<file path="src/yrg_pkg.sv">
// ----------------------------------------------------------------------------
// yrg_pkg: shared types and constants of the YUY2 to BGR and gray converter
// Holds the BT.601 integer coefficients, the stage enable struct and the
// arithmetic widths used by the chroma unit, the pixel lanes and the top level.
// ----------------------------------------------------------------------------
`default_nettype none

package yrg_pkg;

    // Width of the signed products and of the per-channel sums.
    localparam int PROD_W = 19;
    localparam int SUM_W  = 20;

    // BT.601 integer coefficients, all as signed product-width constants.
    localparam logic signed [PROD_W-1:0] COEF_LUMA  = 19'sd298;
    localparam logic signed [PROD_W-1:0] COEF_UB    = 19'sd516;
    localparam logic signed [PROD_W-1:0] COEF_UG    = 19'sd100;
    localparam logic signed [PROD_W-1:0] COEF_VG    = 19'sd208;
    localparam logic signed [PROD_W-1:0] COEF_VR    = 19'sd409;
    localparam logic signed [SUM_W-1:0]  ROUND_HALF = 20'sd128;
    localparam logic [7:0]               LUMA_OFS   = 8'd16;

    // Division by three of a sum of at most 765: multiply by 683, drop 11 bits.
    localparam logic [10:0] GRAY_RECIP = 11'd683;
    localparam int          GRAY_SHIFT = 11;
    localparam int          GRAY_PROD_W = 21;

    // Load enables of the two register stages in front of the output register.
    typedef struct packed {
        logic s1_en;
        logic s2_en;
    } yrg_stage_en_t;

    // Floor the sum by 256 and clamp the result to 0..255.
    function automatic logic [7:0] clamp_shift8(input logic signed [SUM_W-1:0] s);
        logic [7:0] r;
        if (s[SUM_W-1]) begin
            r = 8'd0;
        end else if (|s[SUM_W-2:16]) begin
            r = 8'd255;
        end else begin
            r = s[15:8];
        end
        return r;
    endfunction

endpackage

`default_nettype wire

</file>
<file path="src/yrg_chroma.sv">
// ----------------------------------------------------------------------------
// yrg_chroma: shared chroma products
// Removes the 128 offset from U and V and registers the blue, green and red
// chroma terms that both pixel lanes add to their luma term.
// ----------------------------------------------------------------------------
`default_nettype none

module yrg_chroma (
    input  wire logic                             aclk,
    input  wire yrg_pkg::yrg_stage_en_t           stage_en,
    input  wire logic [7:0]                       chroma_blue,
    input  wire logic [7:0]                       chroma_red,
    output logic signed [yrg_pkg::PROD_W-1:0]     blue_term_reg,
    output logic signed [yrg_pkg::PROD_W-1:0]     green_term_reg,
    output logic signed [yrg_pkg::PROD_W-1:0]     red_term_reg
);
    import yrg_pkg::*;

    logic signed [PROD_W-1:0] d_ext;
    logic signed [PROD_W-1:0] e_ext;
    logic signed [PROD_W-1:0] blue_term_next;
    logic signed [PROD_W-1:0] green_term_next;
    logic signed [PROD_W-1:0] red_term_next;

    // Flipping the top bit turns an offset-128 byte into its signed value.
    assign d_ext = PROD_W'($signed({~chroma_blue[7], chroma_blue[6:0]}));
    assign e_ext = PROD_W'($signed({~chroma_red[7], chroma_red[6:0]}));

    always_comb begin
        blue_term_next  = d_ext * COEF_UB;
        green_term_next = -(d_ext * COEF_UG) - (e_ext * COEF_VG);
        red_term_next   = e_ext * COEF_VR;
    end

    always_ff @(posedge aclk) begin
        if (stage_en.s1_en) begin
            blue_term_reg  <= blue_term_next;
            green_term_reg <= green_term_next;
            red_term_reg   <= red_term_next;
        end
    end

endmodule

`default_nettype wire

</file>
<file path="src/yrg_lane.sv">
// ----------------------------------------------------------------------------
// yrg_lane: one pixel lane
// Registers the luma product, then the clamped blue, green and red bytes,
// and gives the pixel's gray value as the truncated mean of those bytes.
// ----------------------------------------------------------------------------
`default_nettype none

module yrg_lane (
    input  wire logic                             aclk,
    input  wire yrg_pkg::yrg_stage_en_t           stage_en,
    input  wire logic [7:0]                       luma,
    input  wire logic signed [yrg_pkg::PROD_W-1:0] blue_term,
    input  wire logic signed [yrg_pkg::PROD_W-1:0] green_term,
    input  wire logic signed [yrg_pkg::PROD_W-1:0] red_term,
    output logic [7:0]                            blue_reg,
    output logic [7:0]                            green_reg,
    output logic [7:0]                            red_reg,
    output logic [7:0]                            gray
);
    import yrg_pkg::*;

    logic signed [PROD_W-1:0] c_ext;
    logic signed [PROD_W-1:0] luma_term_next;
    logic signed [PROD_W-1:0] luma_term_reg;
    logic signed [SUM_W-1:0]  luma_round;
    logic signed [SUM_W-1:0]  blue_sum;
    logic signed [SUM_W-1:0]  green_sum;
    logic signed [SUM_W-1:0]  red_sum;
    logic [7:0]               blue_next;
    logic [7:0]               green_next;
    logic [7:0]               red_next;
    logic [9:0]               chan_sum;
    logic [GRAY_PROD_W-1:0]   gray_prod;

    assign c_ext          = $signed({{(PROD_W-8){1'b0}}, luma})
                          - $signed({{(PROD_W-8){1'b0}}, LUMA_OFS});
    assign luma_term_next = c_ext * COEF_LUMA;

    always_ff @(posedge aclk) begin
        if (stage_en.s1_en) begin
            luma_term_reg <= luma_term_next;
        end
    end

    always_comb begin
        luma_round = SUM_W'(luma_term_reg) + ROUND_HALF;
        blue_sum   = luma_round + SUM_W'(blue_term);
        green_sum  = luma_round + SUM_W'(green_term);
        red_sum    = luma_round + SUM_W'(red_term);
        blue_next  = clamp_shift8(blue_sum);
        green_next = clamp_shift8(green_sum);
        red_next   = clamp_shift8(red_sum);
    end

    always_ff @(posedge aclk) begin
        if (stage_en.s2_en) begin
            blue_reg  <= blue_next;
            green_reg <= green_next;
            red_reg   <= red_next;
        end
    end

    // The mean by three is a reciprocal multiply, exact for every sum up to 765.
    always_comb begin
        chan_sum  = 10'(blue_reg) + 10'(green_reg) + 10'(red_reg);
        gray_prod = GRAY_PROD_W'(chan_sum) * GRAY_PROD_W'(GRAY_RECIP);
        gray      = gray_prod[GRAY_SHIFT+7:GRAY_SHIFT];
    end

endmodule

`default_nettype wire

</file>
<file path="src/yuy2_to_rgb_and_gray_top.sv">
// ----------------------------------------------------------------------------
// yuy2_to_rgb_and_gray_top: YUY2 macropixel to BGR and gray converter
// Converts each YUY2 macropixel into two BT.601 BGR pixels and their gray
// values with two parallel pixel lanes and a merging output register.
// ----------------------------------------------------------------------------
// Usage:
// The slave channel takes one macropixel per transaction: two luma bytes and
// the shared U and V bytes in s_axis_tdata, with s_axis_tlast marking the final
// macropixel of a frame. The master channel gives one transaction per input:
// both pixels' blue, green and red bytes and their gray bytes in m_axis_tdata,
// and the frame marker copied to m_axis_tlast.
// Throughput is one transaction per clock cycle while the receiver does not
// stall; a result passes three register stages (chroma and luma products,
// clamped channel sums, then gray and the output register).
// Each of the three stages holds its data when the next one is full and
// stalled, so a stall of the receiver fills the stages one by one before
// s_axis_tready falls; no transaction is lost or repeated.
// The block keeps no state between transactions. Reset (aresetn low at a
// clock edge) empties the pipeline; data registers are not cleared.
// ----------------------------------------------------------------------------
`default_nettype none

module yuy2_to_rgb_and_gray_top (
    input  wire logic        aclk,
    input  wire logic        aresetn,
    // Slave channel.
    input  wire logic        s_axis_tvalid,
    output logic             s_axis_tready,
    // [7:0] luma_first, [15:8] chroma_blue, [23:16] luma_second, [31:24] chroma_red
    input  wire logic [31:0] s_axis_tdata,
    input  wire logic        s_axis_tlast,
    // Master channel.
    output logic             m_axis_tvalid,
    input  wire logic        m_axis_tready,
    // [7:0] blue_first, [15:8] green_first, [23:16] red_first,
    // [31:24] blue_second, [39:32] green_second, [47:40] red_second,
    // [55:48] gray_first, [63:56] gray_second
    output logic [63:0]      m_axis_tdata,
    output logic             m_axis_tlast
);
    import yrg_pkg::*;

    // Stage occupancy flags.
    logic s1_valid_reg;
    logic s1_valid_next;
    logic s2_valid_reg;
    logic s2_valid_next;
    logic out_valid_reg;
    logic out_valid_next;

    // The frame marker travels alongside the lane data.
    logic s1_last_reg;
    logic s2_last_reg;
    logic out_last_reg;

    // A stage may load when it is empty or its content moves on this cycle.
    logic s1_ready;
    logic s2_ready;
    logic out_ready;

    yrg_stage_en_t stage_en;

    logic signed [PROD_W-1:0] blue_term;
    logic signed [PROD_W-1:0] green_term;
    logic signed [PROD_W-1:0] red_term;

    logic [7:0] blue_a;
    logic [7:0] green_a;
    logic [7:0] red_a;
    logic [7:0] gray_a;
    logic [7:0] blue_b;
    logic [7:0] green_b;
    logic [7:0] red_b;
    logic [7:0] gray_b;

    logic [63:0] out_data_reg;
    logic [63:0] out_data_next;

    assign out_ready = !out_valid_reg || m_axis_tready;
    assign s2_ready  = !s2_valid_reg || out_ready;
    assign s1_ready  = !s1_valid_reg || s2_ready;

    assign stage_en.s1_en = s1_ready;
    assign stage_en.s2_en = s2_ready;

    assign s1_valid_next  = s1_ready  ? s_axis_tvalid : s1_valid_reg;
    assign s2_valid_next  = s2_ready  ? s1_valid_reg  : s2_valid_reg;
    assign out_valid_next = out_ready ? s2_valid_reg  : out_valid_reg;

    always_ff @(posedge aclk) begin
        if (!aresetn) begin
            s1_valid_reg  <= 1'b0;
            s2_valid_reg  <= 1'b0;
            out_valid_reg <= 1'b0;
        end else begin
            s1_valid_reg  <= s1_valid_next;
            s2_valid_reg  <= s2_valid_next;
            out_valid_reg <= out_valid_next;
        end
    end

    always_ff @(posedge aclk) begin
        if (s1_ready) begin
            s1_last_reg <= s_axis_tlast;
        end
        if (s2_ready) begin
            s2_last_reg <= s1_last_reg;
        end
        if (out_ready) begin
            out_last_reg <= s2_last_reg;
            out_data_reg <= out_data_next;
        end
    end

    // Chroma products are computed once and shared by both lanes.
    yrg_chroma u_chroma (
        .aclk           (aclk),
        .stage_en       (stage_en),
        .chroma_blue    (s_axis_tdata[15:8]),
        .chroma_red     (s_axis_tdata[31:24]),
        .blue_term_reg  (blue_term),
        .green_term_reg (green_term),
        .red_term_reg   (red_term)
    );

    // Lane for the first pixel of the macropixel.
    yrg_lane u_lane_first (
        .aclk       (aclk),
        .stage_en   (stage_en),
        .luma       (s_axis_tdata[7:0]),
        .blue_term  (blue_term),
        .green_term (green_term),
        .red_term   (red_term),
        .blue_reg   (blue_a),
        .green_reg  (green_a),
        .red_reg    (red_a),
        .gray       (gray_a)
    );

    // Lane for the second pixel of the macropixel.
    yrg_lane u_lane_second (
        .aclk       (aclk),
        .stage_en   (stage_en),
        .luma       (s_axis_tdata[23:16]),
        .blue_term  (blue_term),
        .green_term (green_term),
        .red_term   (red_term),
        .blue_reg   (blue_b),
        .green_reg  (green_b),
        .red_reg    (red_b),
        .gray       (gray_b)
    );

    // Merge both lanes into one output word.
    assign out_data_next = {gray_b, gray_a, red_b, green_b, blue_b, red_a, green_a, blue_a};

    assign s_axis_tready = s1_ready;
    assign m_axis_tvalid = out_valid_reg;
    assign m_axis_tdata  = out_data_reg;
    assign m_axis_tlast  = out_last_reg;

endmodule

`default_nettype wire

</file>
<file path="config.mk">
export PLATFORM = sky130hd
export DESIGN_NAME = yuy2_to_rgb_and_gray_top
export DESIGN_NICKNAME = d
export VERILOG_FILES = /design/src/yrg_pkg.sv /design/src/yrg_chroma.sv /design/src/yrg_lane.sv /design/src/yuy2_to_rgb_and_gray_top.sv
export SDC_FILE = /design/constraint.sdc
export NUM_CORES = 1
export LEC_CHECK = 0
export CAP_MARGIN = 20
export CORE_MARGIN = 3
export CORE_UTILIZATION = 60
export DETAILED_ROUTE_END_ITERATION = 8
export DONT_BUFFER_PORTS = 1
export PLACE_DENSITY = 0.84
export SYNTH_ARGS = -nofsm -noshare
export SYNTH_HDL_FRONTEND = slang
export SYNTH_SLANG_ARGS = --single-unit
</file>
<file path="constraint.sdc">
create_clock -name aclk -period 8.5 [get_ports aclk]
set_input_delay 1.275 -clock aclk [delete_from_list [all_inputs] [get_ports aclk]]
set_output_delay 1.275 -clock aclk [all_outputs]
set_load 0.05 [all_outputs]
</file>
======== Word level (Yosys, flattened, before mapping) ========
Index checks and enable logic that the tools add are counted.
storage, ports and cells
  register bits after elaboration ......... 208
  input port bits ......................... 37
  logic and storage cells ................. 62
  output and inout port bits .............. 67
operators by class
  reductions and logical operators ........ 12
  multiply operators ...................... 8
  $add $sub $neg .......................... 16
  mux-type cells .......................... 6
  bitwise logic cells ..................... 2
operator list
  kind                    count
  $add 20x19->20          4
  $mux 8                  6
  $add 19x9->20 const B   2
  $add 20x18->20          2
  $mul 10x10->19 const B  2
  $mul 19x9->18 const B   2
  $add 10x8->10           2
  $neg 19->19             1
  $sub 19x19->19          1
  $add 8x8->9             2
  $mul 8x10->18 const B   1
  $reduce_or 3->1         6
  $sub 8x5->9 const B     2
  $mul 8x9->17 const B    1
  $mul 8x6->14 const B    1
  $mul 8x5->13 const B    1
  $logic_not 1->1         3
  $logic_or 1x1->1        3
  $not 1->1               2

======== Logic depth before layout (Yosys ltp) ========
  depth in word-level cells ............... 4
  gate-level depth with buffers ........... 31
  mapped depth without buffers ............ 31

======== Modules after synthesis ========
Synthesis repeated with hierarchy kept, for this count alone.
second synthesis, totals
  cell total of the unflattened synthesis .. 1968
  area, all modules ....................... 21231.6 um^2
by module, submodules not included
  module                    instances  sequential area each (um^2)  area an instance (um^2)  cells each
  yrg_lane (u_lane_second)  1          1261.2                       6764.0                   686
  yrg_lane (u_lane_first)   1          1261.2                       6663.9                   670
  yrg_chroma                1          1531.5                       5669.2                   533
  yuy2_to_rgb_and_gray_top  1          2072.0                       2134.5                   79

======== Least setup slack after synthesis ========
Ideal clock, no wire load.
  path kind ............................... register to register
  from .................................... register u_lane_second.blue_reg[0]
  to ...................................... register out_data_reg[63] (netlist: m_axis_tdata[63]), data pin
  library setup time ...................... 262 ps
  arrival ................................. 6649 ps
  required time ........................... 8238 ps
  period minus slack after synthesis ...... 6911 ps
  cell stages (with the launch flop) ...... 28
  slack ................................... 1589 ps
  cell sequence ........................... edfxtp_1 > ha_1 > inv_1 > fa_1 > inv_1 > ha_1 > a21o_1 > a21o_1 > a211oi_1 > o21bai_1 > a21oi_1 > xnor2_1 > ha_1 > ha_1 > fa_1 > fa_1 > inv_1 > fa_1 > inv_1 > ha_1 > a21o_1 > a21o_1 > o311a_1 > o21a_1 > o31a_1 > nor4_1 > o31ai_1 > xnor2_1
between the ends
  longest elaborated chain between the ends .. 3
RTL lines
  what                    line                             text
  start, declared         yrg_lane.sv:15                   output logic [7:0] blue_reg,
  start signal, assigned  yrg_lane.sv:57                   blue_reg <= blue_next;
  $add 8x8->9             yrg_lane.sv:65                   chan_sum = 10'(blue_reg) + 10'(green_reg) + 10'(red_reg);
  $add 10x8->10           yrg_lane.sv:65
  $mul 10x10->19          yrg_lane.sv:66                   gray_prod = GRAY_PROD_W'(chan_sum) * GRAY_PROD_W'(GRAY_RECIP);
  named net gray_b[7]     yuy2_to_rgb_and_gray_top.sv:74   logic [7:0] gray_b;
  end signal, assigned    yuy2_to_rgb_and_gray_top.sv:111  out_data_reg <= out_data_next;
  end, declared           yuy2_to_rgb_and_gray_top.sv:76   logic [63:0] out_data_reg;
The timed path passes the listed nets, and every way through them passes these cells.
A chain may end at the register's enable or synchronous reset.

======== Worst setup path in the final report ========
  from .................................... register u_lane_second.green_reg[0]
  to ...................................... register out_data_reg[63] (netlist: m_axis_tdata[63]), data pin
between the ends
  longest elaborated chain between the ends .. 3
RTL lines
  what                    line                            text
  start, declared         yrg_lane.sv:16                  output logic [7:0] green_reg,
  start signal, assigned  yrg_lane.sv:58                  green_reg <= green_next;
  $add 8x8->9             yrg_lane.sv:65
  $add 10x8->10           yrg_lane.sv:65
  $mul 10x10->19          yrg_lane.sv:66
  named net gray_b[7]     yuy2_to_rgb_and_gray_top.sv:74
The timed path passes the listed nets, and every way through them passes these cells.

==> impl_table.tex <==
\begin{tabular}{lr}
\hline
Metric & Value \\
\hline
\multicolumn{2}{l}{\textbf{Outcome}} \\
Result of the run & complete, no violations \\
\multicolumn{2}{l}{\textbf{STA}} \\
Pins over their slew limit & 0 \\
Minimum clock period after layout & 7.50 ns \\
Worst max-slew margin expressed relative to the limit & 34.6\% \\
Worst slew pin tran & 0.976 ns \\
Final sum of negative setup slack & 0 ns \\
Final hold viol count & 0 \\
Peak Freq & 133 MHz \\
Tcrit/Tclk final & 88.3\% \\
Setup repair after global routing missed its margin & no \\
Clk\_skew & 0.0137 ns \\
Worst setup margin & 0.996 ns \\
Final setup vio count & 0 \\
\multicolumn{2}{l}{\textbf{Clock tree}} \\
Clock Sinks & 204 \\
Setup Buffers After CTS & 0 \\
Number of hold buffers added after CTS & 0 \\
Max Buffers Root-to-Sink & 3 \\
Total number of H-tree levels & 1 \\
Clock tree root driver cell & clkbuf\_16 \\
Clock latency reported for the late side of the worst-skew pair & 0.53 ns \\
Clock-pin transition on the worst setup and hold timing paths & 0.06 ns \\
Count of cells resized by post-cts repair & 0 \\
TritonCTS clock tree & built \\
Number of buffers inserted during clock tree synthesis & 24 \\
\multicolumn{2}{l}{\textbf{Hold path}} \\
Worst min path class & register to register \\
\multicolumn{2}{l}{\textbf{Synthesis}} \\
Number of synthesized flops with an enable pin & 201 \\
Instance count of the mapped netlist & 1948 \\
Post-Syn Area & 0.0207 mm\^{}2 \\
Count of distinct cell types in the synthesized netlist & 58 \\
Dominant synthesized flop cell & edfxtp\_1 \\
Post-synth ARST share & 0\% \\
Nets in the synthesized netlist & 2559 \\
Synthesized area per cell & 10.6 um\^{}2 \\
Total number of yosys warnings & 0 \\
Sequential cell area fraction in the yosys report & 29.4\% \\
Number of synthesized register bits & 204 \\
\multicolumn{2}{l}{\textbf{Final layout}} \\
Area growth from synthesis to final layout & 6.91\% \\
Most frequent standard cell in the layout excluding fill and tap cells & ha\_1 \\
Layout Cell Area excl Fill & 0.0222 mm\^{}2 \\
Share of cells above drive strength 1 & 3.11\% \\
Flip-flop count of the largest register, all copies and words added & 64 \\
Net total in the final layout & 2588 \\
Most frequent cells in the layout & ha\_1, inv\_1, edfxtp\_1 \\
Area taken by multi-input logic gates & 0.0135 mm\^{}2 \\
Filler cell count & 2544 \\
Sequential cell area & 0.00610 mm\^{}2 \\
Non-filler cells in the finished layout & 2444 \\
\multicolumn{2}{l}{\textbf{Floorplanning}} \\
Area inside the core boundary & 0.0338 mm\^{}2 \\
Number of placed I/O pins & 104 \\
Die Span Y & 192 um \\
Initial core utilization & 61.4\% \\
Site row count & 67 \\
Die Wd & 192 um \\
Die outline area & 0.0368 mm\^{}2 \\
\multicolumn{2}{l}{\textbf{Place}} \\
Total placed instance area & 0.0213 mm\^{}2 \\
Pre-CTS WS & 1.05 ns \\
Placed instance count & 2398 \\
Routability congestion estimate from global placement & 0.938 \\
Number of buffers inserted by port buffering & 0 \\
Detailed-placement wirelength estimate & 37300 um \\
\multicolumn{2}{l}{\textbf{Critical path}} \\
Sort of element at the end of the critical path & register \\
Largest delay contributor family on the critical path & adder cells \\
Critical Path Max Stage Delay & 0.54 ns \\
Most Frequent Cell on Critical Path & ha\_1 \\
Max stage delay cell, worst path & fa\_1 \\
Startpoint kind of the worst setup timing path & register \\
Setup slack of the most critical reg-to-reg path & 1.0 ns \\
Highest net fanout along the worst path & 4 \\
Arrival time of data at the critical path endpoint & 7.77 ns \\
Critical path type & register to register \\
Crit path required time & 8.76 ns \\
Critical path buffers and inverters & 4 \\
\multicolumn{2}{l}{\textbf{Global routing}} \\
Aggregate global-route resource usage & 24.7\% \\
First-pass GRT wire length & 73200 um \\
Grt total ovfl & 0 \\
Number of global-route vias before repair & 15.0k \\
Maximum number of pins on one net before global-route repair & 66 \\
Number of antenna violations at the first check in global routing & 1 \\
\multicolumn{2}{l}{\textbf{Detailed routing}} \\
Post-detailed-route via-to-cell ratio & 5.83 \\
Vias after detailed routing & 14.2k \\
Number of design-rule violations left by the first detailed-router iteration & 821 \\
Routed wire length & 45000 um \\
Number of routed nets with antenna violations & 0 \\
DRC viols & 0 \\
Average wire length per cell after detail routing & 18.4 um \\
Detailed Routing Iterations Pass 1 & 5 \\
\multicolumn{2}{l}{\textbf{Job}} \\
Max-capacitance violation count & 0 \\
\hline
\end{tabular}
==> logic make-up (layout without fill, tap and decap cells) <==
logic type,after synthesis,in the layout,synth area share (%)
xor+xnor,192,192,8.15
buf+inv,297,344,5.38
compound gates,373,373,11.6
other cells,0,1,0
fa+ha+maj,574,574,38.1
flops,204,204,29.4
mux,3,3,0.157
simple gates,305,305,7.23
==> layer usage <==
layer / part of all wire (%) / up-vias / GRT usage (%)
li1: - / 6936 / -
met1: 41 / 6800 / 30.1
met2: 50 / 390 / 44.4
met3: 4.9 / 117 / 3.38
met4: 4.0 / 0 / 9.14
met5: 0 / - / 0
==> worst register-to-register path, cell delays in order, from the launching register on <==
cell and delay, ns:
edfxtp_1 0.41, ha_1 0.21, inv_1 0.07, fa_1 0.45, inv_1 0.08, ha_1 0.21
a21o_1 0.18, a21o_1 0.20, a211oi_1 0.35, o21bai_1 0.12, a21oi_1 0.24, xnor2_1 0.22
ha_1 0.33, ha_1 0.33, fa_1 0.47, fa_1 0.54, inv_1 0.05, fa_1 0.50
inv_1 0.04, ha_1 0.30, a21o_1 0.18, a21o_1 0.20, o311a_1 0.35, o21a_1 0.20
o31a_1 0.30, nor4_1 0.40, o31ai_1 0.17, xnor2_1 0.15
==> cell type report <==
| cell class | instances | share of cell area [%] |
|---|---|---|
| multi-input combinational | 1447 | 61.1 |
| sequential | 204 | 27.5 |
| inverter | 295 | 5.00 |
| clock buffer | 33 | 3.09 |
| tap | 448 | 2.53 |
| clock inverter | 11 | 0.542 |
| timing repair buffer | 5 | 0.226 |
| antenna | 1 | 0.0113 |
==> path summary, 6_finish.rpt <==
path                              startpoint                to  cells past startpoint
hold reg to reg                  s1_last_reg       s2_last_reg                      0
hold / removal                   s1_last_reg       s2_last_reg                      0
setup / recovery  u_lane_second.green_reg[0]  m_axis_tdata[63]                     27
setup reg to reg  u_lane_second.green_reg[0]  m_axis_tdata[63]                     27
==> synth_stat cells (all sizes together), types with 35 or more instances <==
cell type	number	share of area [%]
nor2	93	1.7
nand2	50	0.91
o21a	59	2.1
xnor2	123	5.2
inv	295	5.3
o21ai	58	1.4
edfxtp	201	29
a21o	41	1.5
fa	95	9.2
a21oi	119	2.9
xor2	69	2.9
ha	479	29
nand3	35	0.85
==> per-stage QoR <==
step	hold WS (ns)	util (%)
after CTS	0.420	65.5
after floorplan	0.400	-
after global routing	0.429	65.6
after detailed placement	0.406	63.1
final	0.421	65.6
after global placement	0.401	63.1
Power is left out: the tool's default activity adds up to more than one toggle a clock period on the data nets, which glitch-free logic cannot reach.
